<file path="src/rtl/tkst_pkg.sv">
// ----------------------------------------------------------------------------
// tkst_pkg: shared types and constants of the top-K score table
// Record layout, command and status groups between controller and datapath,
// and register map constants.
// ----------------------------------------------------------------------------
package tkst_pkg;

	localparam int SCORE_W  = 24;
	localparam int LEVEL_W  = 10;
	localparam int HEALTH_W = 8;

	localparam int ADDR_W = 3;
	localparam int DATA_W = 32;

	// Register index of the level threshold, taken from paddr[2].
	localparam logic REG_LEVEL_THRESHOLD = 1'b0;

	localparam logic [LEVEL_W-1:0] THRESHOLD_RESET = LEVEL_W'(200);

	typedef struct packed {
		logic [HEALTH_W-1:0] health;
		logic [LEVEL_W-1:0]  level;
		logic [SCORE_W-1:0]  score;
	} entry_t;

	// Commands from the controller to the datapath.
	typedef struct packed {
		logic load;    // capture the offered record
		logic insert;  // compare and shift the table
		logic flag;    // evaluate level flags per entry
		logic finish;  // move the result into the output register
	} cmd_t;

	// Status from the datapath to the controller.
	typedef struct packed {
		logic out_busy;  // output register holds a result that is not taken
	} status_t;

endpackage

</file>
<file path="src/rtl/top_k_sorted_score_table.sv">
// ----------------------------------------------------------------------------
// top_k_sorted_score_table: table of the best records by descending score
// An accepted item passes the insert and flag steps and waits in the done
// state while the previous result is still untaken; then its result moves into
// the output register. A new item is taken only in the idle state, after the
// controller's load, insert, flag and finish steps over the single table.
// Reset: asynchronous; all entries clear to zero and the threshold to 200.
// ----------------------------------------------------------------------------
module top_k_sorted_score_table
	import tkst_pkg::*;
#(
	parameter int TABLE_DEPTH = 16
) (
	input  logic              clk,
	input  logic              arst_n,
	// Input records.
	input  logic              s_tvalid,
	output logic              s_tready,
	input  logic [47:0]       s_tdata,   // new_score[23:0], new_level[33:24],
	                                     // new_health[41:34], zero fill
	// Results.
	output logic              m_tvalid,
	input  logic              m_tready,
	output logic [7:0]        m_tdata,   // accepted[0], high_level_present[1],
	                                     // zero fill
	// Configuration.
	input  logic              psel,
	input  logic              penable,
	input  logic              pwrite,
	input  logic [ADDR_W-1:0] paddr,
	input  logic [DATA_W-1:0] pwdata,
	output logic [DATA_W-1:0] prdata,
	output logic              pready
);

	cmd_t               cmd;
	status_t            status;
	entry_t             in_entry;
	logic [LEVEL_W-1:0] level_threshold;
	logic               out_accepted;
	logic               out_high_level;

	// Unpack the offered record from the stream word.
	assign in_entry.score  = s_tdata[SCORE_W-1:0];
	assign in_entry.level  = s_tdata[SCORE_W+LEVEL_W-1:SCORE_W];
	assign in_entry.health = s_tdata[SCORE_W+LEVEL_W+HEALTH_W-1:SCORE_W+LEVEL_W];

	// The threshold register must be written only while the block is idle, so
	// the flag step always sees a settled value; the block does not enforce this.
	tkst_cfg u_cfg (
		.clk            (clk),
		.arst_n         (arst_n),
		.psel           (psel),
		.penable        (penable),
		.pwrite         (pwrite),
		.paddr          (paddr),
		.pwdata         (pwdata),
		.prdata         (prdata),
		.pready         (pready),
		.level_threshold(level_threshold)
	);

	// The controller steps one item at a time through the datapath. The
	// output register lets a new item enter while a result still waits.
	tkst_ctrl u_ctrl (
		.clk     (clk),
		.arst_n  (arst_n),
		.s_tvalid(s_tvalid),
		.s_tready(s_tready),
		.m_tready(m_tready),
		.status  (status),
		.cmd     (cmd)
	);

	// Every entry compares against the offered score in parallel; the
	// entries at and below the insert position shift down by one.
	tkst_dp #(
		.TABLE_DEPTH(TABLE_DEPTH)
	) u_dp (
		.clk            (clk),
		.arst_n         (arst_n),
		.cmd            (cmd),
		.status         (status),
		.in_entry       (in_entry),
		.level_threshold(level_threshold),
		.m_tready       (m_tready),
		.m_tvalid       (m_tvalid),
		.out_accepted   (out_accepted),
		.out_high_level (out_high_level)
	);

	assign m_tdata = {6'b0, out_high_level, out_accepted};

endmodule

</file>
<file path="src/rtl/tkst_cfg.sv">
// ----------------------------------------------------------------------------
// tkst_cfg: configuration register block
// APB-style write and read of the level threshold register.
// ----------------------------------------------------------------------------
module tkst_cfg
	import tkst_pkg::*;
(
	input  logic              clk,
	input  logic              arst_n,
	input  logic              psel,
	input  logic              penable,
	input  logic              pwrite,
	input  logic [ADDR_W-1:0] paddr,
	input  logic [DATA_W-1:0] pwdata,
	output logic [DATA_W-1:0] prdata,
	output logic              pready,
	output logic [LEVEL_W-1:0] level_threshold
);

	logic [LEVEL_W-1:0] thr_q;
	logic               wr_en;

	assign pready = 1'b1;
	assign wr_en  = psel & penable & pwrite & pready;

	always_ff @(posedge clk or negedge arst_n) begin
		if (!arst_n) begin
			thr_q <= THRESHOLD_RESET;
		end else if (wr_en && paddr[2] == REG_LEVEL_THRESHOLD) begin
			thr_q <= pwdata[LEVEL_W-1:0];
		end
	end

	always_comb begin
		unique case (paddr[2])
			REG_LEVEL_THRESHOLD: prdata = {{(DATA_W-LEVEL_W){1'b0}}, thr_q};
			default:             prdata = '0;
		endcase
	end

	assign level_threshold = thr_q;

endmodule

</file>
<file path="src/rtl/tkst_ctrl.sv">
// ----------------------------------------------------------------------------
// tkst_ctrl: sequencing controller
// Steps one record through load, insert, flag and finish.
// ----------------------------------------------------------------------------
module tkst_ctrl
	import tkst_pkg::*;
(
	input  logic    clk,
	input  logic    arst_n,
	input  logic    s_tvalid,
	output logic    s_tready,
	input  logic    m_tready,
	input  status_t status,
	output cmd_t    cmd
);

	typedef enum logic [3:0] {
		S_IDLE   = 4'b0001,
		S_INSERT = 4'b0010,
		S_FLAG   = 4'b0100,
		S_DONE   = 4'b1000
	} state_t;

	state_t state_q, state_d;
	logic   out_free;

	assign out_free = !status.out_busy || m_tready;
	assign s_tready = (state_q == S_IDLE);

	always_comb begin
		state_d    = state_q;
		cmd        = '0;
		unique case (state_q)
			S_IDLE: begin
				if (s_tvalid) begin
					cmd.load = 1'b1;
					state_d  = S_INSERT;
				end
			end
			S_INSERT: begin
				cmd.insert = 1'b1;
				state_d    = S_FLAG;
			end
			S_FLAG: begin
				cmd.flag = 1'b1;
				state_d  = S_DONE;
			end
			S_DONE: begin
				if (out_free) begin
					cmd.finish = 1'b1;
					state_d    = S_IDLE;
				end
			end
			default: state_d = S_IDLE;
		endcase
	end

	always_ff @(posedge clk or negedge arst_n) begin
		if (!arst_n) begin
			state_q <= S_IDLE;
		end else begin
			state_q <= state_d;
		end
	end

	// A result never overwrites one that is still waiting.
	a_finish_free: assert property (@(posedge clk) disable iff (!arst_n)
		cmd.finish |-> (!status.out_busy || m_tready))
		else $error("finish while output register is occupied");

	a_accept_step: assert property (@(posedge clk) disable iff (!arst_n)
		(s_tvalid && s_tready) |=> (state_q == S_INSERT))
		else $error("accepted item did not start its insert step");

	a_one_cmd: assert property (@(posedge clk) disable iff (!arst_n)
		$onehot0(cmd))
		else $error("more than one command issued in a cycle");

endmodule

</file>
<file path="src/rtl/tkst_dp.sv">
// ----------------------------------------------------------------------------
// tkst_dp: table datapath
// Holds the sorted entries, performs the parallel compare and shift insert,
// evaluates the level flags and keeps the output register.
// ----------------------------------------------------------------------------
module tkst_dp
	import tkst_pkg::*;
#(
	parameter int TABLE_DEPTH = 16
) (
	input  logic               clk,
	input  logic               arst_n,
	input  cmd_t               cmd,
	output status_t            status,
	input  entry_t             in_entry,
	input  logic [LEVEL_W-1:0] level_threshold,
	input  logic               m_tready,
	output logic               m_tvalid,
	output logic               out_accepted,
	output logic               out_high_level
);

	entry_t                   entry_q [TABLE_DEPTH];
	entry_t                   new_q;
	logic [TABLE_DEPTH-1:0]   lt;
	logic [TABLE_DEPTH-1:0]   hi_q;
	logic                     acc_q;
	logic                     out_valid_q;
	logic                     out_acc_q;
	logic                     out_hlp_q;

	// lt is monotone because the table is sorted: it is set from the insert
	// position down to the last entry.
	always_comb begin
		for (int k = 0; k < TABLE_DEPTH; k++) begin
			lt[k] = (entry_q[k].score < new_q.score);
		end
	end

	always_ff @(posedge clk) begin
		if (cmd.load) begin
			new_q <= in_entry;
		end
	end

	always_ff @(posedge clk or negedge arst_n) begin
		if (!arst_n) begin
			for (int k = 0; k < TABLE_DEPTH; k++) begin
				entry_q[k] <= '0;
			end
		end else if (cmd.insert && lt[TABLE_DEPTH-1]) begin
			if (lt[0]) begin
				entry_q[0] <= new_q;
			end
			for (int k = 1; k < TABLE_DEPTH; k++) begin
				if (lt[k]) begin
					if (!lt[k-1]) begin
						entry_q[k] <= new_q;
					end else begin
						entry_q[k] <= entry_q[k-1];
					end
				end
			end
		end
	end

	always_ff @(posedge clk) begin
		if (cmd.insert) begin
			acc_q <= lt[TABLE_DEPTH-1];
		end
		if (cmd.flag) begin
			for (int k = 0; k < TABLE_DEPTH; k++) begin
				hi_q[k] <= (entry_q[k].level >= level_threshold);
			end
		end
	end

	always_ff @(posedge clk or negedge arst_n) begin
		if (!arst_n) begin
			out_valid_q <= 1'b0;
		end else if (cmd.finish) begin
			out_valid_q <= 1'b1;
		end else if (m_tready) begin
			out_valid_q <= 1'b0;
		end
	end

	always_ff @(posedge clk) begin
		if (cmd.finish) begin
			out_acc_q <= acc_q;
			out_hlp_q <= |hi_q;
		end
	end

	assign status.out_busy = out_valid_q;
	assign m_tvalid        = out_valid_q;
	assign out_accepted    = out_acc_q;
	assign out_high_level  = out_hlp_q;

	// The table stays in descending score order at all times.
	for (genvar g = 0; g < TABLE_DEPTH - 1; g++) begin : g_sorted
		a_sorted: assert property (@(posedge clk) disable iff (!arst_n)
			entry_q[g].score >= entry_q[g+1].score)
			else $error("score table out of order");
	end

endmodule

</file>
<file path="config.mk">
export PLATFORM = sky130hd
export DESIGN_NAME = top_k_sorted_score_table
export DESIGN_NICKNAME = d
export VERILOG_FILES = /design/src/rtl/tkst_pkg.sv /design/src/rtl/top_k_sorted_score_table.sv /design/src/rtl/tkst_cfg.sv /design/src/rtl/tkst_ctrl.sv /design/src/rtl/tkst_dp.sv
export SDC_FILE = /design/constraint.sdc
export NUM_CORES = 2
export LEC_CHECK = 0
export ABC_AREA = 0
export BUFFER_PORTS_ARGS = -buffer_cell sky130_fd_sc_hd__buf_2
export CORE_UTILIZATION = 55
export DETAILED_ROUTE_END_ITERATION = 16
export GPL_ROUTABILITY_DRIVEN = 0
export HOLD_SLACK_MARGIN = 0.08
export PLACE_DENSITY = 0.72
export REMOVE_ABC_BUFFERS = 1
export SLEW_MARGIN = 20
export SYNTH_ARGS = -nofsm -noshare
export SYNTH_HDL_FRONTEND = slang
export SYNTH_SLANG_ARGS = --single-unit
</file>
<file path="constraint.sdc">
create_clock -name clk -period 6.2 [get_ports clk]
set_clock_uncertainty 0.15 [all_clocks]
set_input_delay 0.62 -clock clk [delete_from_list [all_inputs] [get_ports clk]]
set_output_delay 0.62 -clock clk [all_outputs]
set_load 0.1 [all_outputs]
</file>
==> impl_metrics.env <==
export IMPL_status="completed"
export IMPL_tns_ns=0
export IMPL_worstPathRequired_ns=6.55
export IMPL_netlist_top_cells_count="715 x a21oi_1, 555 x dfrtp_1, 528 x ha_1"
export IMPL_dieArea_mm2=0.0730
export IMPL_dpl_hpwl_mm=66.0
export IMPL_peakVddDrop_mv=0.539
export IMPL_dr_pass1_iters=5
export IMPL_final_area_mm2=0.0431
export IMPL_totalPowerFinal_w=0.0256
export IMPL_cts_tree="done"
export IMPL_finalMaxSlewViolations=0
export IMPL_crit_path_start_kind="flop"
export IMPL_yosys_warnings=0
export IMPL_rsz0062_at_grt="no"
export IMPL_num_rows=97
export IMPL_fin_crit_sh_pct=81.2
export IMPL_maxCapViolCount=0
export IMPL_ant_nets=0
export IMPL_min_from="s_tvalid"
export IMPL_cts_setup_buffers=0
export IMPL_port_buffers=65
export IMPL_yosysSeqAreaShare_pct=39.4
export IMPL_relSlewSlack_pct=18.6
export IMPL_vias_per_cell=6.34
export IMPL_cts_resized=0
export IMPL_ys_seq_elements=612
export IMPL_worst_slew_pin_slew_ns=1.19
export IMPL_core_area_mm2=0.0706
export IMPL_worstHoldPathType="input port to flop"
export IMPL_dpl_instance_area_mm2=0.0404
export IMPL_crit_path_end_kind="flop"
export IMPL_synth_ff_type="dfrtp_1"
export IMPL_synthTopCellsByArea="dfrtp_1 35%, ha_1 17%, mux2i_1 12%, a21oi_1 9.0%, a31oi_1 4.3%"
export IMPL_clk_latency_ns=0.63
export IMPL_synth_top_area_share_pct=35.1
export IMPL_critPathKind="flop to flop"
export IMPL_clk_path_buf_depth=3
export IMPL_die_h_um=270
export IMPL_crit_fanout=25
export IMPL_numCtsBuffers=69
export IMPL_p_per_area_mw_per_mm2=595
export IMPL_grt_pass1_vias=29215
export IMPL_grt_antenna_before_repair=0
export IMPL_ctsHoldBuffers=45
export IMPL_yosysTopAreaCell="dfrtp_1"
export IMPL_power_static_leakage_nw=20.7
export IMPL_holdWs_ns=0.144
export IMPL_r2r_start="u_dp.new_q[13]"
export IMPL_netlist_area_mm2=0.0396
export IMPL_drt_iter0_markers=2447
export IMPL_htree_levels=3
export IMPL_area_growth_pct=8.86
export IMPL_drc_errors=0
export IMPL_nets=4377
export IMPL_yosysMostFrequentCell="a21oi_1"
export IMPL_cp_arrival_ns=5.39
export IMPL_clkTransAtPathRegs_ns=0.06
export IMPL_max_freq_ghz=0.199
export IMPL_wl_mm=99.6
export IMPL_drive_gt1_share_pct=9.83
export IMPL_grt_max_degree=220
export IMPL_grt_pass1_wl_mm=159
export IMPL_track_usage_pct=27.0
export IMPL_cts_sinks=612
export IMPL_root_buffer="clkbuf_16"
export IMPL_grt_overflow=0
export IMPL_min_period_ns=5.03
export IMPL_crit_start="u_dp.new_q[13]"
export IMPL_synth_edf_count=53
export IMPL_pin_count=133
export IMPL_wl_per_cell_um=20.9
export IMPL_synth_cell_types=56
export IMPL_initial_core_util_pct=56.0
export IMPL_synthCells=3810
export IMPL_async_flop_share_pct=91.3
export IMPL_fp_dieW_um=270
export IMPL_hold_viol_final=0
export IMPL_setup_violations=0
export IMPL_dr_total_vias=30149
export IMPL_syn_avg_cell_area_um2=10.4
## worst max-delay path: stages, from the launching register on
cell       delay, ns
edfxtp_1        0.85
inv_1           0.08
buf_4           0.25
ha_1            0.35
nand4_1         0.25
or4_1           0.20
a211oi_1        0.05
buf_4           0.18
or4_4           0.55
a2111oi_4       0.40
and2_2          0.87
buf_4           0.36
mux2_2          0.36
## state kept, by name, summed over array words and instances (netlist names)
| register | flops |
|---|---|
| u_dp.out_accepted | 1 |
| u_dp.hi_q | 16 |
| u_dp.acc_q | 1 |
| u_cfg.level_threshold | 10 |
| u_dp.new_q | 34 |
| u_ctrl.state_q | 4 |
| u_dp.entry_q | 544 |
| u_dp.out_high_level | 1 |
| u_dp.m_tvalid | 1 |
## cell type report
| type | count | area (µm²) |
|---|---|---|
| Clock buffer | 104 | 2020 |
| Tap cell | 940 | 1180 |
| Timing Repair Buffer | 187 | 1540 |
| Sequential cell | 612 | 15600 |
| Fill cell | 5889 | 27500 |
| Multi-Input combinational cell | 2840 | 22400 |
| Antenna cell | 1 | 2.50 |
| Clock inverter | 21 | 175 |
| Inverter | 49 | 184 |
## power by group
group,leakage (nW),internal [W],switching [W]
registers,7.07,0.00602,0.00178
clock network,1.08,0.00234,0.00172
logic,12.5,0.00581,0.00796
total,20.7,0.0142,0.0115
## layout by cell type (no fill, tap or decap), types with 64 or more instances in the layout
cell         n
a21o_1      73
a21oi_1    714
a31oi_1    270
buf_2       64
clkbuf_16   72
dfrtp_1    555
ha_1       528
mux2_2      88
mux2i_1    483
nand2_1    101
nor2_1      75
o21ai_0    104
## kinds of logic (layout without fill, tap and decap cells)
logic type / Yosys count / after routing / share of synthesized area [%]
adder cells (fa/ha/maj): 528 / 528 / 16.7
AND/OR/NAND/NOR: 369 / 369 / 4.63
buffers and inverters: 385 / 361 / 4.59
flip-flops: 612 / 612 / 39.4
AO/OA/AOI/OAI: 1325 / 1325 / 19.3
multiplexers: 589 / 589 / 15.4
other: 2 / 30 / 0.0190
## per-stage QoR
| stage | cells | utilization [%] | setup WS, ns |
|---|---|---|---|
| floorplan | 3501 | - | -15.07 |
| global placement | 4583 | 57.2 | 1.25 |
| CTS | 4753 | 61.0 | 1.20 |
| finish | 4754 | 61.0 | 1.17 |
| global route | 4753 | 61.0 | 1.05 |
| detailed placement | 4583 | 57.2 | 1.22 |
## final timing paths
check,end,slack [ns],cells past startpoint
hold reg to reg,u_dp.out_accepted,0.27,0
min in group asynchronous,u_dp.entry_q[108],0.40,2
setup / recovery,u_dp.entry_q[340],1.17,12
max in group asynchronous,u_dp.entry_q[231],4.03,3
hold / removal,u_ctrl.state_q[1],0.14,2
setup reg to reg,u_dp.entry_q[340],1.17,12
## metal layers
metal | GRT usage [%] | wire length (µm) | up-vias
met5 | 0 | 0 | -
met3 | 3.44 | 5110 | 171
li1 | - | - | 14295
met4 | 8.97 | 3050 | 0
met1 | 36.7 | 44100 | 14959
met2 | 44.5 | 47300 | 724
Power figures use the tool's default switching activity.
